$ cat src/rtl/nibble_4b5b_byte_codec_defines.svh
// Assertion macros shared by the codec RTL.
`ifndef NIBBLE_4B5B_BYTE_CODEC_DEFINES_SVH
`define NIBBLE_4B5B_BYTE_CODEC_DEFINES_SVH

// Same-cycle implication, checked outside reset.
`define NBC_ASSERT_NOW(label, clk, rst, cond, prop) \
  label: assert property (@(posedge clk) disable iff (rst) (cond) |-> (prop)) \
    else $error("codec check failed: same-cycle rule");

// Next-cycle implication, checked outside reset.
`define NBC_ASSERT_NEXT(label, clk, rst, cond, prop) \
  label: assert property (@(posedge clk) disable iff (rst) (cond) |=> (prop)) \
    else $error("codec check failed: next-cycle rule");

`endif

$ cat src/rtl/nbc_pkg.sv
// Types, constants and code tables of the 4B5B byte codec.
package nbc_pkg;

  localparam int unsigned ByteW   = 8;
  localparam int unsigned StoreW  = 16;
  localparam int unsigned FillW   = 5;
  localparam int unsigned GroupW  = 5;
  localparam int unsigned QDepth  = 3;

  // Direction register values.
  localparam logic DirEncode = 1'b0;
  localparam logic DirDecode = 1'b1;

  // Bits added per word in each direction, the fill limit, the decode threshold and the encode thresholds.
  localparam logic [FillW-1:0] EncBits  = 5'd10;
  localparam logic [FillW-1:0] DecBits  = 5'd8;
  localparam logic [FillW-1:0] FillMax  = 5'd16;
  localparam logic [FillW-1:0] DecNeed  = 5'd10;
  localparam logic [FillW-1:0] EncEmit1 = 5'd6;
  localparam logic [FillW-1:0] EncEmit2 = 5'd14;

  // One result word waiting in the output queue.
  typedef struct packed {
    logic [ByteW-1:0] data;
    logic             err;
    logic             last;
  } result_t;

  // Data nibble to its 5-bit line code.
  function automatic logic [GroupW-1:0] enc_nibble(input logic [3:0] nib);
    logic [GroupW-1:0] code;
    case (nib)
      4'h0: code = 5'b11110;
      4'h1: code = 5'b01001;
      4'h2: code = 5'b10100;
      4'h3: code = 5'b10101;
      4'h4: code = 5'b01010;
      4'h5: code = 5'b01011;
      4'h6: code = 5'b01110;
      4'h7: code = 5'b01111;
      4'h8: code = 5'b10010;
      4'h9: code = 5'b10011;
      4'hA: code = 5'b10110;
      4'hB: code = 5'b10111;
      4'hC: code = 5'b11010;
      4'hD: code = 5'b11011;
      4'hE: code = 5'b11100;
      4'hF: code = 5'b11101;
      default: code = 5'b11110;
    endcase
    return code;
  endfunction

  // Line code back to its nibble; bit 4 set means the group is no data code.
  function automatic logic [4:0] dec_group(input logic [GroupW-1:0] grp);
    logic [4:0] res;
    case (grp)
      5'b11110: res = 5'h00;
      5'b01001: res = 5'h01;
      5'b10100: res = 5'h02;
      5'b10101: res = 5'h03;
      5'b01010: res = 5'h04;
      5'b01011: res = 5'h05;
      5'b01110: res = 5'h06;
      5'b01111: res = 5'h07;
      5'b10010: res = 5'h08;
      5'b10011: res = 5'h09;
      5'b10110: res = 5'h0A;
      5'b10111: res = 5'h0B;
      5'b11010: res = 5'h0C;
      5'b11011: res = 5'h0D;
      5'b11100: res = 5'h0E;
      5'b11101: res = 5'h0F;
      default:  res = 5'h10;
    endcase
    return res;
  endfunction

endpackage

$ cat src/rtl/nibble_4b5b_byte_codec.sv
// 4B5B byte codec: bit accumulator, result logic and output queue.
//
// Usage: words enter on in_valid/in_ready with data_byte and flush; results
// leave on out_valid/out_ready with out_byte, code_error and last. The
// direction register (cfg_write/cfg_data) picks encode (0) or decode (1)
// and must be written only while the block is idle, which the block does
// not enforce. Each input word updates the 16-bit bit store in the cycle
// it is accepted and drops its zero, one or two result words into a
// three-entry output queue, whose entries are registered.
// Throughput: in_ready is high while the queue holds at most one word, so
// while the receiver takes results a word is taken every cycle when it
// yields at most one result. Four encoded words make five stream bytes,
// so the single output port limits the sustained encode rate; decoding
// takes one word per cycle while the receiver keeps up. last marks the
// final result of each input word.
// Reset clears the direction, the bit store, the fill count and the queue count.
// When the receiver stalls, the queue fills and in_ready drops once two
// results wait; nothing is lost and the output word holds until taken.
`include "nibble_4b5b_byte_codec_defines.svh"

module nibble_4b5b_byte_codec
  import nbc_pkg::*;
(
  input  logic             clk,
  input  logic             rst,
  input  logic             cfg_write,
  input  logic             cfg_data,
  input  logic             in_valid,
  output logic             in_ready,
  input  logic [ByteW-1:0] data_byte,
  input  logic             flush,
  output logic             out_valid,
  input  logic             out_ready,
  output logic [ByteW-1:0] out_byte,
  output logic             code_error,
  output logic             last
);

  logic              direction;
  logic [StoreW-1:0] bit_store, bit_store_next;
  logic [FillW-1:0]  fill_count, fill_count_next;
  result_t           q [QDepth];
  result_t           q_next [QDepth];
  logic [1:0]        cnt, cnt_next;

  logic              accept, pop;
  logic              enc_step, dec_step;
  logic [9:0]        app_val;
  logic [FillW-1:0]  app_len;
  logic [31:0]       app_wide;
  logic [StoreW-1:0] store_a;
  logic [FillW-1:0]  fill_a;
  logic [4:0]        lo_dec, hi_dec;
  result_t           res0, res1;
  logic [1:0]        n_res;

  assign accept    = in_valid && in_ready;
  assign pop       = out_valid && out_ready;
  assign in_ready  = (cnt <= 2'd1);
  assign out_valid = (cnt != 2'd0);
  assign out_byte   = q[0].data;
  assign code_error = q[0].err;
  assign last       = q[0].last;
  assign enc_step   = accept && !flush && direction == DirEncode;
  assign dec_step   = accept && !flush && direction == DirDecode;

  // Direction register.
  always_ff @(posedge clk) begin
    if (rst) begin
      direction <= DirEncode;
    end else if (cfg_write) begin
      direction <= cfg_data;
    end
  end

  // Append the new bits at the current fill, saturating the count at 16.
  always_comb begin
    if (direction == DirEncode) begin
      app_val = {enc_nibble(data_byte[7:4]), enc_nibble(data_byte[3:0])};
      app_len = EncBits;
    end else begin
      app_val = {2'b00, data_byte};
      app_len = DecBits;
    end
    app_wide = {22'd0, app_val} << fill_count[3:0];
    store_a  = fill_count[4] ? bit_store : (bit_store | app_wide[StoreW-1:0]);
    fill_a   = (fill_count + app_len > FillMax) ? FillMax : fill_count + app_len;
    lo_dec   = dec_group(store_a[4:0]);
    hi_dec   = dec_group(store_a[9:5]);
  end

  // Results and next state for the word on the input.
  always_comb begin
    res0            = '0;
    res1            = '0;
    n_res           = 2'd0;
    bit_store_next  = bit_store;
    fill_count_next = fill_count;
    if (flush) begin
      bit_store_next  = '0;
      fill_count_next = '0;
      if (direction == DirEncode && fill_count != '0) begin
        n_res     = 2'd1;
        res0.data = bit_store[7:0];
        res0.last = 1'b1;
      end
    end else if (direction == DirEncode) begin
      res0.data = store_a[7:0];
      res1.data = store_a[15:8];
      if (fill_a > EncEmit2) begin
        n_res           = 2'd2;
        res1.last       = 1'b1;
        bit_store_next  = '0;
        fill_count_next = fill_a - 5'd16;
      end else if (fill_a > EncEmit1) begin
        n_res           = 2'd1;
        res0.last       = 1'b1;
        bit_store_next  = {8'd0, store_a[15:8]};
        fill_count_next = fill_a - 5'd8;
      end else begin
        bit_store_next  = store_a;
        fill_count_next = fill_a;
      end
    end else begin
      bit_store_next  = store_a;
      fill_count_next = fill_a;
      if (fill_a >= DecNeed) begin
        n_res           = 2'd1;
        res0.data       = {hi_dec[3:0] & {4{~hi_dec[4]}}, lo_dec[3:0] & {4{~lo_dec[4]}}};
        res0.err        = lo_dec[4] | hi_dec[4];
        res0.last       = 1'b1;
        bit_store_next  = {10'd0, store_a[15:10]};
        fill_count_next = fill_a - DecNeed;
      end
    end
  end

  // Accumulator state.
  always_ff @(posedge clk) begin
    if (rst) begin
      bit_store  <= '0;
      fill_count <= '0;
    end else if (accept) begin
      bit_store  <= bit_store_next;
      fill_count <= fill_count_next;
    end
  end

  // Output queue: shift out on pop, then place new results behind the rest.
  always_comb begin
    logic [1:0] base_cnt;
    base_cnt = cnt;
    for (int i = 0; i < QDepth; i++) begin
      q_next[i] = q[i];
    end
    if (pop) begin
      for (int i = 0; i < QDepth - 1; i++) begin
        q_next[i] = q[i+1];
      end
      base_cnt = cnt - 2'd1;
    end
    cnt_next = base_cnt;
    if (accept) begin
      for (int i = 0; i < QDepth; i++) begin
        if (n_res != 2'd0 && base_cnt == 2'(i)) begin
          q_next[i] = res0;
        end
        if (n_res == 2'd2 && 2'(base_cnt + 2'd1) == 2'(i)) begin
          q_next[i] = res1;
        end
      end
      cnt_next = base_cnt + n_res;
    end
  end

  // Queue count is control state; the entries hold payload only.
  always_ff @(posedge clk) begin
    if (rst) begin
      cnt <= '0;
    end else begin
      cnt <= cnt_next;
    end
  end

  always_ff @(posedge clk) begin
    for (int i = 0; i < QDepth; i++) begin
      q[i] <= q_next[i];
    end
  end

  // The fill count only ever holds an even number of bits up to 16.
  `NBC_ASSERT_NOW(a_fill_even, clk, rst, 1'b1, fill_count[0] == 1'b0 && fill_count <= FillMax)
  // Encoding leaves at most six bits behind.
  `NBC_ASSERT_NEXT(a_enc_fill, clk, rst, enc_step, fill_count <= EncEmit1)
  // Decoding never keeps a full ten-bit pair undecoded.
  `NBC_ASSERT_NEXT(a_dec_fill, clk, rst, dec_step, fill_count < DecNeed)
  // A flush empties the accumulator.
  `NBC_ASSERT_NEXT(a_flush_clear, clk, rst, accept && flush, fill_count == '0 && bit_store == '0)

endmodule
$ cat config.mk
export PLATFORM = sky130hd
export DESIGN_NAME = nibble_4b5b_byte_codec
export DESIGN_NICKNAME = d
export VERILOG_FILES = /design/src/rtl/nbc_pkg.sv /design/src/rtl/nibble_4b5b_byte_codec.sv
export VERILOG_INCLUDE_DIRS = /design/src /design/src/rtl
export SDC_FILE = /design/constraint.sdc
export NUM_CORES = 1
export LEC_CHECK = 0
export BUFFER_PORTS_ARGS = -buffer_cell sky130_fd_sc_hd__buf_4
export CAP_MARGIN = 15
export CORE_MARGIN = 2
export CORE_UTILIZATION = 40
export DETAILED_ROUTE_END_ITERATION = 8
export GPL_ROUTABILITY_DRIVEN = 0
export PLACE_DENSITY = 0.67
export SETUP_SLACK_MARGIN = 0.5
export SYNTH_ARGS = -nofsm -noshare
export SYNTH_HDL_FRONTEND = slang
export SYNTH_SLANG_ARGS = --single-unit
$ cat constraint.sdc
create_clock -name clk -period 7.92 [get_ports clk]
set_clock_uncertainty 0.1 [all_clocks]
set_input_delay 1.188 -clock clk [delete_from_list [all_inputs] [get_ports clk]]
set_output_delay 1.188 -clock clk [all_outputs]
set_load 0.005 [all_outputs]
==> key figures, run 1 <==
Pwr
  – Tot Pwr: 1.25 mW
  – Sw Pwr: 0.519 mW
  – Power per cell area: 251 mW/mm^2
  – Sequential Power Share: 31.0%
  – Leakage Power: 1.87 nW
  – Clk pwr share: 18.3%
  – Peak ir drop on the vdd network: 0.000165 V
  – P_int: 0.729 mW
  – Switching Fraction: 41.6%
  – Combinational Power Share: 50.7%

Timing
  – Worst hold margin: 0.381 ns
  – Final worst-path cycle share: 61.0%
  – Worst-Margin Slew: 0.998 ns
  – Count of final hold-check violations: 0
  – RSZ-0062 raised after global routing: false
  – Max transition margin: 33.3%
  – Final WS setup: 3.09 ns
  – Setup TNS Final: 0 ns
  – Final min period: 4.83 ns
  – Fmax: 207 MHz
  – Final setup vio count: 0
  – Pins Over Slew Limit: 0

Routing
  – Drt pass-1 iters: 5
  – Total number of vias: 4589
  – WL per Instance: 17.9 um
  – Residual DRC count: 0
  – Via/cell ratio: 6.30
  – Initial DRC count: 474
  – Antenna-violating nets left: 0
  – Drt total wl: 13000 um

Synthesis
  – Sequential area share after synthesis: 25.4%
  – Post-synth EDFFs: 10
  – Flops & latches, synth: 54
  – Dominant cell by count in the synthesized netlist: nor2_1
  – Yosys warning total: 0
  – Synthesized Nets: 619
  – Mapped cell area: 0.00464 mm^2
  – Leading area contributor after synthesis: dfxtp_1
  – Mapped Cells: 590
  – Syn Area/Cell: 7.87 um^2
  – Prevailing post-synth register cell: dfxtp_1
  – Async set-reset flop share out of synthesis: 0%
  – Dominant cells by area after synthesis: dfxtp_1, edfxtp_1, nor2_1
  – Post-synth top area share: 19.0%
  – Synth top cells by count: nor2_1, nand2_1, a21oi_1, dfxtp_1, o21ai_0
  – Yosys cell types: 94

Clock tree
  – TritonCTS buffer count: 5
  – # Post-CTS Setup Buffers: 0
  – Root buf cell: clkbuf_16
  – H-tree Lvls: 2
  – Clock transition at path regs: 0.08 ns
  – TritonCTS clock tree: built
  – Post-CTS Hold Fix Bufs: 0
  – Clk buf depth: 2
  – Clock sinks: 54
  – Clk_lat worst skew: 0.30 ns
  – CTS resizes: 0

Place
  – Cell Area, Placed: 0.00481 mm^2
  – DP HPWL: 9690 um
  – Pre-CTS setup slack: 3.12 ns
  – IO Port Bufs: 26
  – Placed cells: 719

Floorplan
  – Die ar.: 0.0125 mm^2
  – Row cnt: 39
  – CORE AREA: 0.0114 mm^2
  – IO Count: 27
  – Initial Utilization: 40.8%
  – Die Ht: 112 um
  – Die Wd: 112 um

Cells and area
  – Layout cells sized above 1: 16.2%
  – Filler instances: 1110
  – Ant diodes: 0
  – Core Util, Final: 43.8%
  – Design area: 0.00498 mm^2
  – Synthesis-to-finish area growth: 7.17%
  – Final Non-Filler Cells: 728
  – Final nets: 613

Setup path
  – Critical path arrival: 4.66 ns
  – Worst path required time: 7.74 ns
  – CP max FO: 24
  – Worst Setup Path Type: flop to flop
  – Flop2flop setup slack: 3.09 ns
  – CP endpoint kind: flop
  – Crit start category: flop

GRT
  – Vias in the first global route: 4249
  – Antenna violations before repair: 0
  – GR Util All Layers: 20.8%
  – First-pass GRT wire length: 21500 um
  – Largest net degree at the start of global routing: 33
  – Grt ovf: 0

Run
  – Max Cap Viol: 0

Outcome
  – Outcome: finished clean

Worst hold path
  – Worst hold path class: flop to flop
[cell families (layout without fill, tap and decap cells)]
kind of cell	Yosys count	in the layout	share of synthesized area (%)
AOI/OAI and AO/OA	206	206	33.4
xor gates and xnor gates	9	9	1.86
adders and majority gates	14	14	3.77
buffers and inverters	64	59	6.76
DFF	54	54	25.4
muxes	25	25	5.47
and+or+nand+nor	218	218	23.4
[power by group through the flow]
stage	combinational, mW	sequential, mW	clock, mW
after floorplan	0.497	0.378	0
after global placement	0.611	0.391	0
after detailed placement	0.622	0.393	0
after CTS	0.625	0.388	0.230
after global routing	0.703	0.394	0.244
final	0.633	0.388	0.228
[metal layers]
| layer | part of all wire [%] | up-vias | GRT usage, % |
|---|---|---|---|
| li1 | - | 2181 | - |
| met1 | 45 | 2159 | 29.3 |
| met2 | 45 | 215 | 32.4 |
| met3 | 7.2 | 34 | 3.86 |
| met4 | 2.8 | 0 | 6.42 |
| met5 | 0 | - | 0 |
[area by class of cell]
type | instances | area [um^2] | share of cell area [%]
Tap cell | 143 | 179 | 3.59
Sequential cell | 54 | 1180 | 23.7
Clock inverter | 3 | 28.8 | 0.578
Clock buffer | 5 | 125 | 2.51
Multi-Input combinational cell | 472 | 3150 | 63.3
Inverter | 20 | 75.1 | 1.51
Timing Repair Buffer | 31 | 236 | 4.75
[worst max-delay path, cell delays in order, from the launching register on]
cell      delay (ns)
dfxtp_1         0.88
ha_1            0.33
a21oi_2         0.09
xnor2_1         0.49
nand2_1         0.21
inv_1           0.12
ha_1            0.23
nand3_1         0.12
and2_1          0.22
nand2b_1        0.23
or3_1           0.60
a21oi_1         0.85
[path summary, 6_finish.rpt]
| kind | start | to | depth (start not counted) |
|---|---|---|---|
| worst max-delay path | fill_count[1]$_SDFFE_PP0P_ | q[0][26]$_DFFE_PP_ | 11 |
| worst min-delay path | bit_store[10]$_SDFFE_PP0P_ | bit_store[10]$_SDFFE_PP0P_ | 2 |
| worst max register to register | fill_count[1]$_SDFFE_PP0P_ | q[0][26]$_DFFE_PP_ | 11 |
| worst min register to register | bit_store[10]$_SDFFE_PP0P_ | bit_store[10]$_SDFFE_PP0P_ | 2 |
[placed cells by master, fill, tap and decap left out, types with 9 or more instances in the layout]
cell type and n:
a21o_1 9, mux2i_1 22, edfxtp_1 10, nand2_1 59
nand2b_1 10, ha_1 14, dfxtp_1 44, buf_4 30
a31oi_1 9, nand3_1 10, nor2_1 75, a211oi_1 14
a21oi_1 52, o21ai_0 24, nor3_1 14, inv_1 12
[registers in the layout (all words and copies together) (netlist names)]
name / count
bit_store: 16
cnt: 2
direction: 1
fill_count: 5
q: 30
(Power assumes the default switching activity.)
==> run 2: changes to the inputs <==
--- a/config.mk
+++ b/config.mk
@@ -6,6 +6,7 @@
 export SDC_FILE = /design/constraint.sdc
 export NUM_CORES = 1
 export LEC_CHECK = 0
+export ABC_AREA = 1
 export BUFFER_PORTS_ARGS = -buffer_cell sky130_fd_sc_hd__buf_4
 export CAP_MARGIN = 15
 export CORE_MARGIN = 2
==> constraint.sdc (replaced) <==
create_clock -name clk -period 4.5 [get_ports clk]
set_clock_uncertainty 0.1 [all_clocks]
set_input_delay 0.675 -clock clk [delete_from_list [all_inputs] [get_ports clk]]
set_output_delay 0.675 -clock clk [all_outputs]
set_load 0.005 [all_outputs]
==> run 2 against run 1 <==
Compared with the run above: clock-buffer cell count grew 1; utilization is essentially flat; final cell count grew 26%; global-route usage is essentially flat.
==> key figures, run 2 <==
Timing
  – Final min period: 3.67 ns (-1.16 ns)
  – Final setup vio count: 0 (unchanged)
  – RSZ-0062 raised after global routing: false
  – Pins Over Slew Limit: 0 (unchanged)
  – Worst-Margin Slew: 0.860 ns (-0.139 ns)
  – Fmax: 272 MHz (+32%)
  – Setup TNS Final: 0 ns (unchanged)
  – Count of final hold-check violations: 0 (unchanged)
  – Worst hold margin: 0.366 ns (-0.0152 ns)
  – Final worst-path cycle share: 81.6% (+21 points)
  – Max transition margin: 42.6% (+9.3 points)

Setup path
  – CP cell instances: inv_2 > ha_1 > ha_1 > inv_1 > nor2_1 > inv_1 > ha_1 > inv_1 > nor2_1 > nand2_1 > nand2_2 > nor2_8 > inv_6 > nor2_8 > inv_4 > nand4_2 > nand2_2 > inv_2 > nand3_1 > a21oi_1 > nor2_1
  – CP delay by family, top: simple AND/OR/NAND/NOR gates
  – Worst Path Buf+Inv: 7 (+6)
  – Crit start category: flop
  – Worst Setup Path Type: flop to flop
  – CP max FO: 16 (-33%)
  – Max stage delay on crit path: 0.50 ns (-0.38 ns)
  – Worst path required time: 4.60 ns (-3.14 ns)
  – CP endpoint kind: flop
  – Slowest CP cell: dfxtp_2
  – Critical path arrival: 3.77 ns (-0.89 ns)

Clock tree
  – TritonCTS buffer count: 5 (unchanged)
  – Clock transition at path regs: 0.08 ns (about the same)
  – Clock sinks: 54 (unchanged)
  – TritonCTS clock tree: built
  – Root buf cell: clkbuf_16
  – Clk buf depth: 2 (unchanged)
  – # Post-CTS Setup Buffers: 0 (unchanged)
  – H-tree Lvls: 2 (unchanged)
  – Clk_lat worst skew: 0.30 ns (about the same)

Cells and area
  – Layout cells sized above 1: 16.3% (+0.037 points)
  – Final nets: 796 (+30%)
  – Largest reg by FF count: q
  – Ant diodes: 0 (unchanged)
  – Registers with the most flip-flops: q (30), bit_store (16), fill_count (5)
  – Largest register FFs: 30 (unchanged)
  – Most frequent cells in the layout: nand2_1, inv_1, nor2_1, nand3_1, a21oi_1
  – Synthesis-to-finish area growth: 7.26% (about the same)
  – Commonest non-fill, non-tap cell in the layout: nand2_1

Floorplan
  – Initial Utilization: 40.8% (-0.051 points)
  – Die Ht: 114 um (+2.2%)
  – Row cnt: 40 (+2.6%)
  – Die ar.: 0.0130 mm^2 (+4.5%)
  – IO Count: 27 (unchanged)
  – Die Wd: 114 um (+2.2%)
  – CORE AREA: 0.0119 mm^2 (+4.8%)

Synthesis
  – Flops & latches, synth: 54 (unchanged)
  – Synth Area in Simple Gates: 35.9% (+13 points)
  – Post-synth EDFFs: 10 (unchanged)
  – Post-synthesis share of cell area spent on xor and xnor gates: 0.669% (-1.2 points)
  – Synth top cells by count: nand2_1, inv_1, nor2_1, nand3_1, a21oi_1
  – Yosys cell types: 53 (-44%)
  – Adder-cell area share of the yosys netlist: 3.60% (-0.17 points)
  – Mux share of post-synthesis cell area: 0.901% (-4.6 points)
  – Largest family of logic cells by synthesized area: simple AND/OR/NAND/NOR gates
  – Syn Area/Cell: 6.37 um^2 (-19%)
  – Prevailing post-synth register cell: dfxtp_1
  – Mapped cell area: 0.00486 mm^2 (+4.6%)
  – Yosys warning total: 0 (unchanged)
  – Sequential area share after synthesis: 24.3% (-1.1 points)
  – Leading area contributor after synthesis: dfxtp_1
  – Mapped Cells: 763 (+29%)
  – Synthesized Nets: 792 (+28%)
  – Dominant cells by area after synthesis: dfxtp_1, nand2_1, nand3_1
  – Post-synth top area share: 18.1% (-0.84 points)
  – Synth Area in Compound Gates: 22.0% (-11 points)
  – Async set-reset flop share out of synthesis: 0% (unchanged)
  – Dominant cell by count in the synthesized netlist: nand2_1

GRT
  – Vias in the first global route: 4483 (+5.5%)
  – Antenna violations before repair: 0 (unchanged)
  – Met2 Use GR: 33.3% (+0.89 points)
  – Grt ovf: 0 (unchanged)
  – First-pass GRT wire length: 21900 um (+1.5%)
  – Most Used Layer, Global Route: met2
  – GR Util All Layers: 20.8% (about the same)
  – Largest net degree at the start of global routing: 38 (+15%)
  – Met3 Track Usage GR: 2.81% (-1.1 points)
  – M1 GR Usage: 28.4% (-0.82 points)

Routing
  – Total number of vias: 4919 (+7.2%)
  – Via/cell ratio: 5.38 (-15%)
  – Initial DRC count: 433 (-8.6%)
  – Residual DRC count: 0 (unchanged)
  – Antenna-violating nets left: 0 (unchanged)
  – WL per Instance: 14.3 um (-20%)
  – Drt total wl: 13100 um (+0.37%)
  – Drt pass-1 iters: 5 (unchanged)

Pwr
  – Leakage Power: 2.41 nW (+29%)
  – Tot Pwr: 2.59 mW (+110%)
  – Power per cell area: 497 mW/mm^2 (+98%)
  – Peak ir drop on the vdd network: 0.000180 V (+9.1%)

Outcome
  – Outcome: finished clean

Run
  – Max Cap Viol: 0 (unchanged)

Worst hold path
  – Worst hold path class: flop to flop

Place
  – DP HPWL: 9900 um (+2.2%)
  – IO Port Bufs: 26 (unchanged)
[run 2: cell types whose count changed after synthesis, sizes merged, moves of 9 or more]
cell    before  now
nand3       10   82
a211oi      16    7
nor3        19    3
nand2b      10    0
a21oi       55   78
nand2       61  202
o21ai       28   54
inv         19  100
nor2        75   84
mux2i       22    1
[run 2: final cells by class]
| type | count | area [um^2] |
|---|---|---|
| Clock buffer | 6 | 129 |
| Clock inverter | 2 | 13.8 |
| Fill cell | 1239 | 6700 |
| Inverter | 100 | 383 |
| Multi-Input combinational cell | 572 | 3070 |
| Sequential cell | 54 | 1180 |
| Tap cell | 147 | 184 |
| Timing Repair Buffer | 34 | 255 |
[run 2: path summary, 6_finish.rpt]
check / start / end / slack [ns] / depth (start not counted)
worst min register to register: bit_store[5]$_SDFFE_PP0P_ / bit_store[5]$_SDFFE_PP0P_ / 0.37 / 2
worst min-delay path: bit_store[5]$_SDFFE_PP0P_ / bit_store[5]$_SDFFE_PP0P_ / 0.37 / 2
worst max-delay path: direction$_SDFFE_PP0P_ / q[0][4]$_DFF_P_ / 0.83 / 21
worst max register to register: direction$_SDFFE_PP0P_ / q[0][4]$_DFF_P_ / 0.83 / 21
[run 2: worst min-delay path, cell delays in order, from the launching register on]
cell,delay [ns]
dfxtp_1,0.31
nand2_1,0.06
a21oi_1,0.05
[run 2: layer usage]
metal  vias up  wire length, um
met4         0              365
met2       185             5800
met1      2183             6070
met3        34              859
li1       2517                -
met5         -                0
[run 2: per-stage QoR]
stage                     area, um^2  std cells  util, %  setup WS (ns)
final                           5210        915     43.8          0.826
after global routing            5210        915     43.8          0.529
after CTS                       5210        915     43.7          0.599
after detailed placement        5070        907     42.5          0.606
after global placement          5070        907     42.5          0.685
after floorplan                 4860        763        -          0.959
[run 2: power by group]
part           total, mW  internal (mW)  switching [mW]  leakage, nW
Clock              0.414          0.209           0.205       0.0712
Sequential         0.683          0.622          0.0605        0.455
Combinational       1.50          0.534           0.961         1.89
[run 2: timing repair]
action                                  4_1_cts  5_1_grt
endpoints found under the setup margin        0       30
gates resized for setup                       0        2
hold buffers                                  0        0
[run 2: cells by family after synthesis]
group,Yosys count
compound gates,174
fa+ha+maj,14
xor+xnor,2
simple gates,378
buf+inv,137
flops,54
mux,4
